$ cat src/sv/fta_pkg.sv
// ----------------------------------------------------------------------------
// Fixed-timestep accumulator package
// Shared types, widths and constants for the accumulator controller,
// datapath, divider and register block.
// ----------------------------------------------------------------------------
package fta_pkg;

  // Field and register widths.
  localparam int unsigned RateW     = 10;
  localparam int unsigned MaxDeltaW = 30;
  localparam int unsigned CatchW    = 7;
  localparam int unsigned DeltaW    = 32;
  localparam int unsigned AccW      = 32;
  localparam int unsigned PeriodW   = 25;
  localparam int unsigned CountW    = 64;
  localparam int unsigned AlphaW    = 17;
  localparam int unsigned AddrW     = 4;
  localparam int unsigned DataW     = 32;

  // Divider widths.
  localparam int unsigned NumW  = 32;
  localparam int unsigned QuoW  = 30;
  localparam int unsigned StepW = 6;

  // Arithmetic constants.
  localparam logic [MaxDeltaW-1:0] NS_PER_SECOND      = 30'd1_000_000_000;
  localparam logic [RateW-1:0]     MIN_TICK_RATE      = 10'd30;
  localparam logic [RateW-1:0]     FALLBACK_TICK_RATE = 10'd120;
  localparam logic [MaxDeltaW-1:0] FALLBACK_MAX_DELTA = 30'd100_000_000;
  localparam logic [AlphaW-1:0]    ALPHA_ONE          = 17'd65536;

  // Step counts of the shared divider for each operation.
  localparam logic [StepW-1:0] PERIOD_STEPS = 6'd30;
  localparam logic [StepW-1:0] MOD_STEPS    = 6'd32;
  localparam logic [StepW-1:0] ALPHA_STEPS  = 6'd16;

  // Register indexes.
  localparam logic [1:0] REG_TICK_RATE    = 2'd0;
  localparam logic [1:0] REG_MAX_DELTA    = 2'd1;
  localparam logic [1:0] REG_MAX_CATCH_UP = 2'd2;

  // Register reset values.
  localparam logic [RateW-1:0]     RST_TICK_RATE    = 10'd120;
  localparam logic [MaxDeltaW-1:0] RST_MAX_DELTA    = 30'd100_000_000;
  localparam logic [CatchW-1:0]    RST_MAX_CATCH_UP = 7'd5;

  // Operation of the shared divider.
  typedef enum logic [1:0] {
    DIV_PERIOD = 2'd0,
    DIV_MOD    = 2'd1,
    DIV_ALPHA  = 2'd2
  } div_mode_e;

  // Configuration register contents.
  typedef struct packed {
    logic [RateW-1:0]     tick_rate;
    logic [MaxDeltaW-1:0] max_delta;
    logic [CatchW-1:0]    max_catch_up;
  } cfg_t;

  // Commands from the controller to the datapath.
  typedef struct packed {
    logic      capture;
    logic      period_load;
    logic      acc_add;
    logic      tick_step;
    logic      div_start;
    div_mode_e div_mode;
    logic      mod_load;
    logic      alpha_load;
    logic      out_load;
  } cmd_t;

  // Status from the datapath to the controller.
  typedef struct packed {
    logic period_ok;
    logic can_tick;
    logic need_mod;
    logic div_done;
  } stat_t;

endpackage

$ cat src/sv/fta_regs.sv
// ----------------------------------------------------------------------------
// Fixed-timestep accumulator configuration registers
// APB-style register block holding tick rate, maximum delta and catch-up
// limit, with a strobe that flags writes to the tick rate.
// ----------------------------------------------------------------------------
module fta_regs (
  input  logic                       clk_i,
  input  logic                       rst_ni,
  input  logic                       psel,
  input  logic                       penable,
  input  logic                       pwrite,
  input  logic [fta_pkg::AddrW-1:0]  paddr,
  input  logic [fta_pkg::DataW-1:0]  pwdata,
  output logic [fta_pkg::DataW-1:0]  prdata,
  output logic                       pready,
  output fta_pkg::cfg_t              cfg_o,
  output logic                       rate_wr_o
);

  fta_pkg::cfg_t cfg_q, cfg_d;
  logic          wr_en;
  logic [1:0]    idx;

  assign wr_en  = psel && penable && pwrite;
  assign idx    = paddr[3:2];
  assign pready = 1'b1;

  // Register write decode; writes to unused addresses are dropped.
  always_comb begin
    cfg_d = cfg_q;
    if (wr_en) begin
      unique case (idx)
        fta_pkg::REG_TICK_RATE:    cfg_d.tick_rate    = pwdata[fta_pkg::RateW-1:0];
        fta_pkg::REG_MAX_DELTA:    cfg_d.max_delta    = pwdata[fta_pkg::MaxDeltaW-1:0];
        fta_pkg::REG_MAX_CATCH_UP: cfg_d.max_catch_up = pwdata[fta_pkg::CatchW-1:0];
        default:                   cfg_d = cfg_q;
      endcase
    end
  end

  always_ff @(posedge clk_i or negedge rst_ni) begin
    if (!rst_ni) begin
      cfg_q.tick_rate    <= fta_pkg::RST_TICK_RATE;
      cfg_q.max_delta    <= fta_pkg::RST_MAX_DELTA;
      cfg_q.max_catch_up <= fta_pkg::RST_MAX_CATCH_UP;
    end else begin
      cfg_q <= cfg_d;
    end
  end

  // Read data mux.
  always_comb begin
    unique case (idx)
      fta_pkg::REG_TICK_RATE:
        prdata = {{(fta_pkg::DataW-fta_pkg::RateW){1'b0}}, cfg_q.tick_rate};
      fta_pkg::REG_MAX_DELTA:
        prdata = {{(fta_pkg::DataW-fta_pkg::MaxDeltaW){1'b0}}, cfg_q.max_delta};
      fta_pkg::REG_MAX_CATCH_UP:
        prdata = {{(fta_pkg::DataW-fta_pkg::CatchW){1'b0}}, cfg_q.max_catch_up};
      default:
        prdata = '0;
    endcase
  end

  assign cfg_o     = cfg_q;
  assign rate_wr_o = wr_en && (idx == fta_pkg::REG_TICK_RATE);

endmodule

$ cat src/sv/fta_div.sv
// ----------------------------------------------------------------------------
// Fixed-timestep accumulator divider
// Radix-2 restoring divider, one quotient bit per cycle, with a loadable
// starting remainder and a per-operation step count.
// ----------------------------------------------------------------------------
module fta_div (
  input  logic                         clk_i,
  input  logic                         rst_ni,
  input  logic                         start_i,
  input  logic [fta_pkg::PeriodW-1:0]  init_rem_i,
  input  logic [fta_pkg::NumW-1:0]     dividend_i,
  input  logic [fta_pkg::StepW-1:0]    steps_i,
  input  logic [fta_pkg::PeriodW-1:0]  divisor_i,
  output logic [fta_pkg::QuoW-1:0]     quotient_o,
  output logic [fta_pkg::PeriodW-1:0]  remainder_o,
  output logic                         done_o
);

  logic                        busy_q, busy_d;
  logic                        done_q, done_d;
  logic [fta_pkg::StepW-1:0]   cnt_q, cnt_d;
  logic [fta_pkg::PeriodW-1:0] rem_q, rem_d;
  logic [fta_pkg::PeriodW-1:0] dsr_q, dsr_d;
  logic [fta_pkg::NumW-1:0]    num_q, num_d;
  logic [fta_pkg::QuoW-1:0]    quo_q, quo_d;
  logic [fta_pkg::PeriodW:0]   trial;
  logic [fta_pkg::PeriodW:0]   diff;
  logic                        fits;

  // One shift-and-subtract step.
  assign trial = {rem_q, num_q[fta_pkg::NumW-1]};
  assign diff  = trial - {1'b0, dsr_q};
  assign fits  = trial >= {1'b0, dsr_q};

  always_comb begin
    busy_d = busy_q;
    done_d = 1'b0;
    cnt_d  = cnt_q;
    rem_d  = rem_q;
    dsr_d  = dsr_q;
    num_d  = num_q;
    quo_d  = quo_q;
    if (start_i) begin
      busy_d = 1'b1;
      cnt_d  = steps_i;
      rem_d  = init_rem_i;
      dsr_d  = divisor_i;
      num_d  = dividend_i;
      quo_d  = '0;
    end else if (busy_q) begin
      rem_d = fits ? diff[fta_pkg::PeriodW-1:0] : trial[fta_pkg::PeriodW-1:0];
      num_d = {num_q[fta_pkg::NumW-2:0], 1'b0};
      quo_d = {quo_q[fta_pkg::QuoW-2:0], fits};
      cnt_d = cnt_q - 1'b1;
      if (cnt_q == fta_pkg::StepW'(1)) begin
        busy_d = 1'b0;
        done_d = 1'b1;
      end
    end
  end

  always_ff @(posedge clk_i or negedge rst_ni) begin
    if (!rst_ni) begin
      busy_q <= 1'b0;
      done_q <= 1'b0;
      cnt_q  <= '0;
    end else begin
      busy_q <= busy_d;
      done_q <= done_d;
      cnt_q  <= cnt_d;
    end
  end

  always_ff @(posedge clk_i) begin
    rem_q <= rem_d;
    dsr_q <= dsr_d;
    num_q <= num_d;
    quo_q <= quo_d;
  end

  assign quotient_o  = quo_q;
  assign remainder_o = rem_q;
  assign done_o      = done_q;

endmodule

$ cat src/sv/fta_dpath.sv
// ----------------------------------------------------------------------------
// Fixed-timestep accumulator datapath
// Delta clamp, time accumulator, tick and frame counters, cached period,
// shared divider and the output register.
// ----------------------------------------------------------------------------
module fta_dpath #(
  parameter int unsigned MAX_CATCH_UP_LIMIT = 64
) (
  input  logic                              clk_i,
  input  logic                              rst_ni,
  input  fta_pkg::cfg_t                     cfg_i,
  input  logic                              rate_wr_i,
  input  fta_pkg::cmd_t                     cmd_i,
  output fta_pkg::stat_t                    stat_o,
  input  logic signed [fta_pkg::DeltaW-1:0] delta_ns_i,
  output logic [fta_pkg::CountW-1:0]        frame_number_o,
  output logic [fta_pkg::CountW-1:0]        sim_tick_count_o,
  output logic [$clog2(MAX_CATCH_UP_LIMIT+1)-1:0] ticks_taken_o,
  output logic signed [fta_pkg::DeltaW-1:0] raw_delta_ns_o,
  output logic [fta_pkg::MaxDeltaW-1:0]     clamped_delta_ns_o,
  output logic [fta_pkg::AlphaW-1:0]        blend_alpha_o
);

  localparam int unsigned TickW = $clog2(MAX_CATCH_UP_LIMIT + 1);
  localparam int unsigned CmpW  = (TickW > fta_pkg::CatchW) ? TickW : fta_pkg::CatchW;

  // Working state.
  logic signed [fta_pkg::DeltaW-1:0] raw_q;
  logic [fta_pkg::MaxDeltaW-1:0]     clamped_q, clamped_d;
  logic [fta_pkg::AccW-1:0]          acc_q, acc_d;
  logic [fta_pkg::PeriodW-1:0]       period_q;
  logic                              period_ok_q, period_ok_d;
  logic [TickW-1:0]                  ticks_q, ticks_d;
  logic [fta_pkg::CountW-1:0]        frame_q, tick_q;
  logic [fta_pkg::AlphaW-1:0]        alpha_q;

  // Output register.
  logic [fta_pkg::CountW-1:0]        frame_out_q, tick_out_q;
  logic [TickW-1:0]                  ticks_out_q;
  logic signed [fta_pkg::DeltaW-1:0] raw_out_q;
  logic [fta_pkg::MaxDeltaW-1:0]     clamped_out_q;
  logic [fta_pkg::AlphaW-1:0]        alpha_out_q;

  logic [fta_pkg::MaxDeltaW-1:0] max_delta;
  logic [fta_pkg::DeltaW-1:0]    raw_u;
  logic [fta_pkg::RateW-1:0]     eff_rate;
  logic [CmpW-1:0]               lim_raw;
  logic [TickW-1:0]              limit;
  logic [fta_pkg::AccW-1:0]      period_ext;
  logic                          acc_ge_period;

  // Divider interface.
  logic [fta_pkg::PeriodW-1:0] div_rem_init;
  logic [fta_pkg::NumW-1:0]    div_num;
  logic [fta_pkg::StepW-1:0]   div_steps;
  logic [fta_pkg::PeriodW-1:0] div_dsr;
  logic [fta_pkg::QuoW-1:0]    div_quo;
  logic [fta_pkg::PeriodW-1:0] div_rem;
  logic                        div_done;

  // Delta zeroing and clamping.
  assign raw_u     = $unsigned(delta_ns_i);
  assign max_delta = (cfg_i.max_delta == '0) ? fta_pkg::FALLBACK_MAX_DELTA : cfg_i.max_delta;

  always_comb begin
    if (raw_u[fta_pkg::DeltaW-1] || (raw_u == '0)) begin
      clamped_d = '0;
    end else if (raw_u < {2'b00, max_delta}) begin
      clamped_d = raw_u[fta_pkg::MaxDeltaW-1:0];
    end else begin
      clamped_d = max_delta;
    end
  end

  // Effective tick rate and catch-up limit.
  assign eff_rate = (cfg_i.tick_rate < fta_pkg::MIN_TICK_RATE) ?
                    fta_pkg::FALLBACK_TICK_RATE : cfg_i.tick_rate;
  assign lim_raw  = (cfg_i.max_catch_up == '0) ? CmpW'(1) : CmpW'(cfg_i.max_catch_up);
  assign limit    = (lim_raw > CmpW'(MAX_CATCH_UP_LIMIT)) ?
                    TickW'(MAX_CATCH_UP_LIMIT) : TickW'(lim_raw);

  assign period_ext    = {{(fta_pkg::AccW-fta_pkg::PeriodW){1'b0}}, period_q};
  assign acc_ge_period = acc_q >= period_ext;

  // Divider operand selection.
  always_comb begin
    unique case (cmd_i.div_mode)
      fta_pkg::DIV_PERIOD: begin
        div_rem_init = '0;
        div_num      = {fta_pkg::NS_PER_SECOND, 2'b00};
        div_steps    = fta_pkg::PERIOD_STEPS;
        div_dsr      = {{(fta_pkg::PeriodW-fta_pkg::RateW){1'b0}}, eff_rate};
      end
      fta_pkg::DIV_MOD: begin
        div_rem_init = '0;
        div_num      = acc_q;
        div_steps    = fta_pkg::MOD_STEPS;
        div_dsr      = period_q;
      end
      fta_pkg::DIV_ALPHA: begin
        div_rem_init = acc_q[fta_pkg::PeriodW-1:0];
        div_num      = '0;
        div_steps    = fta_pkg::ALPHA_STEPS;
        div_dsr      = period_q;
      end
      default: begin
        div_rem_init = '0;
        div_num      = '0;
        div_steps    = fta_pkg::ALPHA_STEPS;
        div_dsr      = period_q;
      end
    endcase
  end

  fta_div u_div (
    .clk_i       (clk_i),
    .rst_ni      (rst_ni),
    .start_i     (cmd_i.div_start),
    .init_rem_i  (div_rem_init),
    .dividend_i  (div_num),
    .steps_i     (div_steps),
    .divisor_i   (div_dsr),
    .quotient_o  (div_quo),
    .remainder_o (div_rem),
    .done_o      (div_done)
  );

  // Accumulator, tick count and period cache updates.
  always_comb begin
    acc_d       = acc_q;
    ticks_d     = ticks_q;
    period_ok_d = period_ok_q;
    if (rate_wr_i) begin
      period_ok_d = 1'b0;
    end else if (cmd_i.period_load) begin
      period_ok_d = 1'b1;
    end
    if (cmd_i.acc_add) begin
      acc_d   = acc_q + {{(fta_pkg::AccW-fta_pkg::MaxDeltaW){1'b0}}, clamped_q};
      ticks_d = '0;
    end else if (cmd_i.tick_step) begin
      acc_d   = acc_q - period_ext;
      ticks_d = ticks_q + 1'b1;
    end else if (cmd_i.mod_load) begin
      acc_d = {{(fta_pkg::AccW-fta_pkg::PeriodW){1'b0}}, div_rem};
    end
  end

  always_ff @(posedge clk_i or negedge rst_ni) begin
    if (!rst_ni) begin
      acc_q       <= '0;
      ticks_q     <= '0;
      period_ok_q <= 1'b0;
      frame_q     <= '0;
      tick_q      <= '0;
    end else begin
      acc_q       <= acc_d;
      ticks_q     <= ticks_d;
      period_ok_q <= period_ok_d;
      if (cmd_i.tick_step) begin
        tick_q <= tick_q + 1'b1;
      end
      if (cmd_i.out_load) begin
        frame_q <= frame_q + 1'b1;
      end
    end
  end

  // Payload registers: captured item, period, alpha and the output register.
  always_ff @(posedge clk_i) begin
    if (cmd_i.capture) begin
      raw_q     <= delta_ns_i;
      clamped_q <= clamped_d;
    end
    if (cmd_i.period_load) begin
      period_q <= div_quo[fta_pkg::PeriodW-1:0];
    end
    if (cmd_i.alpha_load) begin
      alpha_q <= (div_quo > fta_pkg::QuoW'(fta_pkg::ALPHA_ONE)) ?
                 fta_pkg::ALPHA_ONE : div_quo[fta_pkg::AlphaW-1:0];
    end
    if (cmd_i.out_load) begin
      frame_out_q   <= frame_q;
      tick_out_q    <= tick_q;
      ticks_out_q   <= ticks_q;
      raw_out_q     <= raw_q;
      clamped_out_q <= clamped_q;
      alpha_out_q   <= alpha_q;
    end
  end

  // Status toward the controller.
  assign stat_o.period_ok = period_ok_q;
  assign stat_o.can_tick  = acc_ge_period && (ticks_q < limit);
  assign stat_o.need_mod  = acc_ge_period && (ticks_q == limit);
  assign stat_o.div_done  = div_done;

  assign frame_number_o     = frame_out_q;
  assign sim_tick_count_o   = tick_out_q;
  assign ticks_taken_o      = ticks_out_q;
  assign raw_delta_ns_o     = raw_out_q;
  assign clamped_delta_ns_o = clamped_out_q;
  assign blend_alpha_o      = alpha_out_q;

`ifndef NO_ASSERTIONS
  // A frame never reports more ticks than the effective limit.
  a_ticks_bounded: assert property (@(posedge clk_i) disable iff (!rst_ni)
    cmd_i.out_load |-> ticks_q <= limit)
    else $error("ticks taken exceed the catch-up limit");

  // The alpha division needs a remainder below the period.
  a_alpha_rem: assert property (@(posedge clk_i) disable iff (!rst_ni)
    (cmd_i.div_start && (cmd_i.div_mode == fta_pkg::DIV_ALPHA)) |-> (acc_q < period_ext))
    else $error("alpha division started with accumulator not below the period");

  // The tick loop only runs on a valid cached period.
  a_period_valid: assert property (@(posedge clk_i) disable iff (!rst_ni)
    cmd_i.acc_add |-> period_ok_q)
    else $error("accumulation started without a valid period");
`endif

endmodule

$ cat src/sv/fta_ctrl.sv
// ----------------------------------------------------------------------------
// Fixed-timestep accumulator controller
// Sequences one frame: period refresh, accumulate, tick loop, stall modulo,
// alpha division and the output transfer.
// ----------------------------------------------------------------------------
module fta_ctrl (
  input  logic           clk_i,
  input  logic           rst_ni,
  input  logic           in_valid_i,
  output logic           in_stall_o,
  output logic           out_valid_o,
  input  logic           out_stall_i,
  input  fta_pkg::stat_t stat_i,
  output fta_pkg::cmd_t  cmd_o
);

  typedef enum logic [9:0] {
    S_IDLE     = 10'b0000000001,
    S_PDIV_GO  = 10'b0000000010,
    S_PDIV     = 10'b0000000100,
    S_ADD      = 10'b0000001000,
    S_TICK     = 10'b0000010000,
    S_MOD_GO   = 10'b0000100000,
    S_MOD      = 10'b0001000000,
    S_ALPHA_GO = 10'b0010000000,
    S_ALPHA    = 10'b0100000000,
    S_OUT      = 10'b1000000000
  } state_e;

  state_e state_q, state_d;
  logic   out_valid_q, out_valid_d;
  logic   out_free;

  assign out_free = !out_valid_q || !out_stall_i;

  // Next state and command decode.
  always_comb begin
    state_d        = state_q;
    cmd_o          = '0;
    cmd_o.div_mode = fta_pkg::DIV_ALPHA;
    unique case (state_q)
      S_IDLE: begin
        if (in_valid_i) begin
          cmd_o.capture = 1'b1;
          state_d = stat_i.period_ok ? S_ADD : S_PDIV_GO;
        end
      end
      S_PDIV_GO: begin
        cmd_o.div_start = 1'b1;
        cmd_o.div_mode  = fta_pkg::DIV_PERIOD;
        state_d = S_PDIV;
      end
      S_PDIV: begin
        if (stat_i.div_done) begin
          cmd_o.period_load = 1'b1;
          state_d = S_ADD;
        end
      end
      S_ADD: begin
        cmd_o.acc_add = 1'b1;
        state_d = S_TICK;
      end
      S_TICK: begin
        if (stat_i.can_tick) begin
          cmd_o.tick_step = 1'b1;
        end else if (stat_i.need_mod) begin
          state_d = S_MOD_GO;
        end else begin
          state_d = S_ALPHA_GO;
        end
      end
      S_MOD_GO: begin
        cmd_o.div_start = 1'b1;
        cmd_o.div_mode  = fta_pkg::DIV_MOD;
        state_d = S_MOD;
      end
      S_MOD: begin
        if (stat_i.div_done) begin
          cmd_o.mod_load = 1'b1;
          state_d = S_ALPHA_GO;
        end
      end
      S_ALPHA_GO: begin
        cmd_o.div_start = 1'b1;
        cmd_o.div_mode  = fta_pkg::DIV_ALPHA;
        state_d = S_ALPHA;
      end
      S_ALPHA: begin
        if (stat_i.div_done) begin
          cmd_o.alpha_load = 1'b1;
          state_d = S_OUT;
        end
      end
      S_OUT: begin
        if (out_free) begin
          cmd_o.out_load = 1'b1;
          state_d = S_IDLE;
        end
      end
      default: begin
        state_d = S_IDLE;
      end
    endcase
  end

  // Output valid: set by a load, cleared by a completed transfer.
  always_comb begin
    out_valid_d = out_valid_q;
    if (cmd_o.out_load) begin
      out_valid_d = 1'b1;
    end else if (!out_stall_i) begin
      out_valid_d = 1'b0;
    end
  end

  always_ff @(posedge clk_i or negedge rst_ni) begin
    if (!rst_ni) begin
      state_q     <= S_IDLE;
      out_valid_q <= 1'b0;
    end else begin
      state_q     <= state_d;
      out_valid_q <= out_valid_d;
    end
  end

  assign in_stall_o  = (state_q != S_IDLE);
  assign out_valid_o = out_valid_q;

`ifndef NO_ASSERTIONS
  // The divider only finishes while the controller waits for it.
  a_div_done_wait: assert property (@(posedge clk_i) disable iff (!rst_ni)
    stat_i.div_done |-> (state_q == S_PDIV || state_q == S_MOD || state_q == S_ALPHA))
    else $error("divider finished outside a wait state");

  // An accepted frame blocks the input until its result is loaded.
  a_one_frame: assert property (@(posedge clk_i) disable iff (!rst_ni)
    (in_valid_i && !in_stall_o) |=> in_stall_o)
    else $error("input accepted twice in a row");
`endif

endmodule

$ cat src/sv/fixed_timestep_accumulator_core.sv
// ----------------------------------------------------------------------------
// Fixed-timestep accumulator core
// Top level: configuration registers, frame controller and datapath.
// ----------------------------------------------------------------------------
// Each input transfer is one frame delta in nanoseconds; each frame yields one
// output transfer with the frame index, total ticks, ticks of this frame, the
// raw and clamped delta and the Q1.16 interpolation alpha. One frame at a time
// is processed. The tick loop does one subtract per cycle for each tick, and
// the alpha division runs in the shared one-bit-per-cycle divider. The first
// frame after reset or after a tick-rate write first recomputes the period in
// that divider, and a frame that hits the catch-up limit with a full period
// left also runs a modulo there. A finished result waits in an output
// register, so the next frame is accepted while it is still stalled.
// ----------------------------------------------------------------------------
module fixed_timestep_accumulator_core #(
  parameter int unsigned MAX_CATCH_UP_LIMIT = 64
) (
  input  logic                              clk_i,
  input  logic                              rst_ni,
  // Configuration port
  input  logic                              psel,
  input  logic                              penable,
  input  logic                              pwrite,
  input  logic [fta_pkg::AddrW-1:0]         paddr,
  input  logic [fta_pkg::DataW-1:0]         pwdata,
  output logic [fta_pkg::DataW-1:0]         prdata,
  output logic                              pready,
  // Input channel
  input  logic                              in_valid_i,
  output logic                              in_stall_o,
  input  logic signed [fta_pkg::DeltaW-1:0] delta_ns_i,
  // Output channel
  output logic                              out_valid_o,
  input  logic                              out_stall_i,
  output logic [fta_pkg::CountW-1:0]        frame_number_o,
  output logic [fta_pkg::CountW-1:0]        sim_tick_count_o,
  output logic [$clog2(MAX_CATCH_UP_LIMIT+1)-1:0] ticks_taken_o,
  output logic signed [fta_pkg::DeltaW-1:0] raw_delta_ns_o,
  output logic [fta_pkg::MaxDeltaW-1:0]     clamped_delta_ns_o,
  output logic [fta_pkg::AlphaW-1:0]        blend_alpha_o
);

  fta_pkg::cfg_t  cfg;
  fta_pkg::cmd_t  cmd;
  fta_pkg::stat_t stat;
  logic           rate_wr;

  // Configuration registers.
  fta_regs u_regs (
    .clk_i     (clk_i),
    .rst_ni    (rst_ni),
    .psel      (psel),
    .penable   (penable),
    .pwrite    (pwrite),
    .paddr     (paddr),
    .pwdata    (pwdata),
    .prdata    (prdata),
    .pready    (pready),
    .cfg_o     (cfg),
    .rate_wr_o (rate_wr)
  );

  // Frame sequencer.
  fta_ctrl u_ctrl (
    .clk_i       (clk_i),
    .rst_ni      (rst_ni),
    .in_valid_i  (in_valid_i),
    .in_stall_o  (in_stall_o),
    .out_valid_o (out_valid_o),
    .out_stall_i (out_stall_i),
    .stat_i      (stat),
    .cmd_o       (cmd)
  );

  // Arithmetic and state.
  fta_dpath #(
    .MAX_CATCH_UP_LIMIT (MAX_CATCH_UP_LIMIT)
  ) u_dpath (
    .clk_i              (clk_i),
    .rst_ni             (rst_ni),
    .cfg_i              (cfg),
    .rate_wr_i          (rate_wr),
    .cmd_i              (cmd),
    .stat_o             (stat),
    .delta_ns_i         (delta_ns_i),
    .frame_number_o     (frame_number_o),
    .sim_tick_count_o   (sim_tick_count_o),
    .ticks_taken_o      (ticks_taken_o),
    .raw_delta_ns_o     (raw_delta_ns_o),
    .clamped_delta_ns_o (clamped_delta_ns_o),
    .blend_alpha_o      (blend_alpha_o)
  );

endmodule

$ cat config.mk
export PLATFORM = sky130hd
export DESIGN_NAME = fixed_timestep_accumulator_core
export DESIGN_NICKNAME = d
export VERILOG_FILES = /design/src/sv/fta_pkg.sv /design/src/sv/fta_regs.sv /design/src/sv/fta_div.sv /design/src/sv/fta_dpath.sv /design/src/sv/fta_ctrl.sv /design/src/sv/fixed_timestep_accumulator_core.sv
export SDC_FILE = /design/constraint.sdc
export NUM_CORES = 1
export LEC_CHECK = 0
export BUFFER_PORTS_ARGS = -buffer_cell sky130_fd_sc_hd__buf_2
export CAP_MARGIN = 10
export CORE_ASPECT_RATIO = 0.9
export CORE_UTILIZATION = 55
export CTS_CLUSTER_DIAMETER = 150
export DETAILED_ROUTE_END_ITERATION = 6
export GPL_TIMING_DRIVEN = 0
export HOLD_SLACK_MARGIN = 0.08
export MAX_ROUTING_LAYER = met4
export PLACE_DENSITY = 0.83
export REMOVE_ABC_BUFFERS = 1
export SLEW_MARGIN = 20
export SYNTH_ARGS = -nofsm -noshare
export SYNTH_HDL_FRONTEND = slang
export SYNTH_SLANG_ARGS = --single-unit
$ cat constraint.sdc
create_clock -name clk_i -period 31.1 [get_ports clk_i]
set_clock_uncertainty 0.05 [all_clocks]
set_input_delay 3.11 -clock clk_i [delete_from_list [all_inputs] [get_ports clk_i]]
set_output_delay 3.11 -clock clk_i [all_outputs]
set_load 0.02 [all_outputs]
Yosys cells after proc, flatten, opt, wreduce, memory -nomap -nowiden
Index checks and enable logic that the tools add are counted.

word-level totals
  bits in registers = 664
  bits of input ports = 75
  word-level logic and storage cells = 141

cells by class
  add/subtract/negate cells = 7
  order comparisons = 7
  eq/ne operators = 24
  muxes and demuxes = 53
  reductions and logical operators = 22

operators by type and width
  operator                                                         number
  2-to-1 mux 32 bit                                                5
  adder 64 x 1 -> 64 bit, second input constant                    2
  2-to-1 mux 25 bit                                                4
  case mux 10 bit (10 select lines)                                1
  case mux 30 bit (3 select lines)                                 1
  2-to-1 mux 10 bit                                                8
  case mux 32 bit (2 select lines)                                 1
  2-to-1 mux 30 bit                                                2
  adder 32 x 30 -> 32 bit                                          1
  >= comparator 32 x 25 -> 1 bit                                   1
  zero test 32 bit                                                 1
  less-than comparator 32 x 30 -> 1 bit                            1
  subtractor 32 x 25 -> 32 bit                                     1
  greater-than comparator 30 x 17 -> 1 bit, second input constant  1
  zero test 30 bit                                                 1
  2-to-1 mux 7 bit                                                 4
  >= comparator 26 x 25 -> 1 bit                                   1
  subtractor 25 bit                                                1
  2-to-1 mux 1 bit                                                 21
  2-to-1 mux 6 bit                                                 2
  case mux 6 bit (2 select lines)                                  1
  equality test 10 x 1 -> 1 bit, second input constant             1
  equality test 10 bit, second input constant                      1
  equality test 10 x 2 -> 1 bit, second input constant             1
  other kinds (31)                                                 49

Longest topological paths before layout
  depth in word-level cells = 10
  gate-level depth with buffers = 17
  mapped depth without buffers = 14

Modules after synthesis
Synthesis repeated with hierarchy kept, for this count alone.

unflattened totals
  cell total of the unflattened synthesis = 2,713
  area total of the unflattened synthesis = 31,961.9 um^2

modules (own cells, without submodules)
  module     instances  cells an instance  area each (um^2)  seq. area each (um^2)
  fta_dpath  1          1,888              22,655.5          13,753.2
  fta_div    1          573                6,354.8           3,263.1
  fta_regs   1          161                2,162.1           1,198.6
  fta_ctrl   1          91                 789.5             276.5

Worst setup path after synthesis
OpenSTA, ideal clock, no wires.

  kind = input -> register
  from = input port out_stall_i
  to = register u_dpath.alpha_out_q (netlist bit u_dpath.blend_alpha_o[0]), enable pin
  arrival time = 13,393 ps
  required time = 30,191 ps
  setup slack = 16,798 ps
  stages = 1
  path buffers = 0
  cells stage by stage = a21oi_1

between the ends
  word-level cells in the longest chain between the ends = 4

ends and longest elaborated chain
  item                    RTL line                               source
  start: declaration      fixed_timestep_accumulator_core.sv:34  input logic out_stall_i,
  zero test 1 bit         fta_ctrl.sv:34                         assign out_free = !out_valid_q || !out_stall_i;
  logical OR 1 bit        fta_ctrl.sv:34
  2-to-1 mux 1 bit        fta_ctrl.sv:95                         if (out_free) begin
  2-to-1 mux 1 bit        fta_ctrl.sv:41                         unique case (state_q)
  end signal: assignment  fta_dpath.sv:188                       alpha_out_q <= alpha_q;
  end: declaration        fta_dpath.sv:42                        logic [fta_pkg::AlphaW-1:0] alpha_out_q;

Every way passes these cells.
A chain may end at the register's enable or synchronous reset.

Worst setup path in the final report
  from = input port paddr[2] (netlist bit)
  to = output port prdata[24] (netlist bit)

between the ends
  word-level cells in the longest chain between the ends = 2
  elaborated cells on any way between the ends = 4
  those cells by class = eq/ne: 2; mux: 1; reduce/logical: 1

ends and longest elaborated chain
  item                                               RTL line                               source
  start: declaration                                 fixed_timestep_accumulator_core.sv:24  input logic [fta_pkg::AddrW-1:0] paddr,
  equality test 2 bit, or another cell as far along  fta_regs.sv:53                         unique case (idx)
  case mux 30 bit (3 select lines) *                 fta_regs.sv:53
  end: declaration                                   fixed_timestep_accumulator_core.sv:26  output logic [fta_pkg::DataW-1:0] prdata,

Mark *: on every way between the ends. The rest lies on a longest branch, timed or not.

==> impl_metrics.csv <==
group,metric,value,unit
run_status,status,"finished with violations",
run_status,violations,"design-rule violations",
logic_synthesis,ys_types,94,
worst_setup_path,startpoint_type,"input pin",
sta,slew_violations,0,
logic_synthesis,ys_seq_area_frac,0.596,
placed_design,preCtsSetupSlack,23.42,ns
floorplan,ios,324,
logic_synthesis,ys_warn_count,0,
drt,drc,16,
clock_tree,ctsLongestPathBuffers,3,
sta,hold_viol_final,0,
placed_design,dpl.hpwl,56.7,mm
logic_synthesis,ys_ff_latch,664,
global_routing,grt_pass1_vias,21700,
worst_setup_path,worstPathArrival,4.57,ns
drt,vias_per_cell,6.07,
floorplan,initial_core_util,0.557,
sta,period_minus_slack,7.73,ns
worst_setup_path,crit_type,"input pin to output pin",
sta,rsz0062_at_grt,"false",
clock_tree,cts_inserted_buffers,70,
logic_synthesis,synth_edf_count,400,
worst_hold_path,hold_class,"flop to flop",
pwr,p_per_area,81.5,nW/µm²
global_routing,overflow,0,
clock_tree,clock_latency,0.63,ns
logic_synthesis,ys.flop_type,"edfxtp_1",
job,cap_violations,0,
clock_tree,htree_levels,3,
clock_tree,clk_pin_slew_worst_paths,0.06,ns
sta,slew_headroom,0.276,
floorplan,die_height,227,µm
global_routing,grt_pass1_wl,121,mm
sta,finalCritPeriodShare,0.249,
sta,max_clock_freq,129,MHz
drt,vias,22800,
floorplan,chipWidth,252,µm
clock_tree,cts_tree,"done",
finish,fin_area,36300,µm²
global_routing,busiest_layer,"met2",
finish,regArea,18500,µm²
drt,drtIter0Drc,2357,
floorplan,coreArea,55700,µm²
floorplan,dieArea,57400,µm²
global_routing,grt_antenna_before_repair,2,
finish,final_common_cell,"edfxtp_1",
logic_synthesis,postSynthAreaPerCell,11.9,µm²
worst_setup_path,cp_max_fo,20,
logic_synthesis,synth.cell_area,31000,µm²
sta,postLayoutSetupSlackWorst,23.37,ns
drt,wl_per_cell,21.3,µm
global_routing,grt_max_degree,98,
sta,whs,0.360,ns
logic_synthesis,synth_area_leader_cell,"edfxtp_1",
clock_tree,cts_resized,0,
finish,final_cell_mix,"edfxtp_1, buf_2, dfrtp_1",
global_routing,globalRouteMet2Util,0.435,
finish,nets,3140,
drt,dr.pass1.iters,7,
sta,setup_tns,0,ns
pwr,p_total,2.96,mW
finish,multi_input_area,11800,µm²
clock_tree,post_cts_buffers,0,
drt,wl,80.2,mm
clock_tree,clockRootBuffer,"clkbuf_16",
clock_tree,cts_hold_buf,0,
sta,tightest_slew,1.09,ns
finish,drive_above_1_share,0.196,
pwr,ir_drop,0.0497,mV
placed_design,post_dp_cell_area,33900,µm²
global_routing,grt_use_met3,0.0576,
worst_setup_path,end_kind,"output pin",
drt,antenna_left,0,
sta,final-setup-viol-count,0,
global_routing,grt.total_usage,0.282,
worst_setup_path,worstPathRequired,27.94,ns
clock_tree,clock_sinks,664,
logic_synthesis,netlist.area_leader.share,0.387,
pwr,p_leak,14.9,nW
finish,syn2layout_area_growth,16.8,%
placed_design,gp_congestion,0.979,
placed_design,port_buffers,316,
global_routing,use_met1,0.364,
logic_synthesis,async_flop_share,0.352,
logic_synthesis,synthTopCellsByArea,"edfxtp_1, dfrtp_1, ha_1",
logic_synthesis,netlist_instances,2607,
floorplan,rows,82,
finish,nFillCells,4021,
==> layer usage <==
| metal | up-vias | share of wire | wire length, µm |
|---|---|---|---|
| met4 | 0 | 0.043 | 3420 |
| met5 | - | 0 | 0 |
| met1 | 11100 | 0.40 | 32300 |
| met2 | 1162 | 0.47 | 37800 |
| li1 | 10300 | - | - |
| met3 | 214 | 0.083 | 6640 |
==> worst max-delay path, cell delays in order <==
cell and delay, ns:
buf_2 0.32, nor2b_2 0.72, and2_1 0.23, buf_2 0.18
==> cells by family after synthesis <==
family / Yosys count / synth area share
XOR/XNOR: 194 / 0.0548
flip-flops: 664 / 0.596
buffers and inverters: 204 / 0.0260
adder cells (fa/ha/maj): 124 / 0.0507
AND/OR/NAND/NOR: 827 / 0.138
other: 2 / 0.000242
multiplexers: 74 / 0.0251
AO/OA/AOI/OAI: 518 / 0.109
==> registers in the layout (all words and copies together) (netlist names), 6 cells and up <==
signal,flops
u_dpath.frame_number_o,64
u_dpath.frame_q,64
u_dpath.sim_tick_count_o,64
u_dpath.tick_q,64
u_regs.cfg_o,47
u_dpath.acc_q,32
u_dpath.raw_delta_ns_o,32
u_dpath.raw_q,32
u_dpath.u_div.num_q,32
u_dpath.clamped_delta_ns_o,30
u_dpath.clamped_q,30
u_dpath.u_div.quotient_o,30
u_dpath.period_q,25
u_dpath.u_div.dsr_q,25
u_dpath.u_div.remainder_o,25
u_dpath.alpha_q,17
u_dpath.blend_alpha_o,17
u_ctrl.state_q,10
u_dpath.ticks_q,7
u_dpath.ticks_taken_o,7
u_dpath.u_div.cnt_q,6
==> worst paths after layout <==
path                                         startpoint                             endpoint  slack (ns)  depth (start not counted)
max reg2reg                u_regs.cfg_o[18]$_DFFE_PN0P_  u_dpath.clamped_q[28]$_SDFFCE_PP0P_       26.17                         14
max in group asynchronous                        rst_ni       u_dpath.u_div.busy_q$_DFF_PN0_       27.73                          2
min in group asynchronous                        rst_ni       u_dpath.tick_q[18]$_DFFE_PN0N_        2.36                          1
max                                            paddr[2]                           prdata[24]       23.37                          4
min                          u_dpath.raw_q[4]$_DFFE_PP_  u_dpath.raw_delta_ns_o[4]$_DFFE_PP_        0.36                          0
min reg2reg                  u_dpath.raw_q[4]$_DFFE_PP_  u_dpath.raw_delta_ns_o[4]$_DFFE_PP_        0.36                          0
==> final cells by class <==
type,instances,area share
well taps,756,0.0261
diodes,3,0.000207
clock buffers,94,0.0544
flip-flops and latches,664,0.510
multi-input cells,1740,0.326
repair buffers,356,0.0611
clock inverters,36,0.0107
inverters,109,0.0114
==> synth_stat cells, types with 68 or more instances <==
cell / count
ha_1: 121
dfrtp_1: 215
clkbuf_1: 68
inv_1: 109
nor2_1: 172
nand3_1: 123
xor2_1: 73
a21oi_1: 114
edfxtp_1: 400
o21ai_0: 149
nand2_1: 185
xnor2_1: 121
==> power breakdown <==
part           internal (mW)  total [mW]  switching [mW]
combinational          0.346       0.870           0.525
sequential              1.11        1.23           0.119
clock                  0.495       0.853           0.358
total                   1.95        2.96            1.00
==> stage by stage <==
step,utilization,instances
4_1_cts,0.650,3754
5_1_grt,0.651,3757
3_3_place_gp,0.595,3585
3_5_place_dp,0.608,3624
2_1_floorplan,-,2513
6_report,0.651,3758
Power figures use the tool's default switching activity.
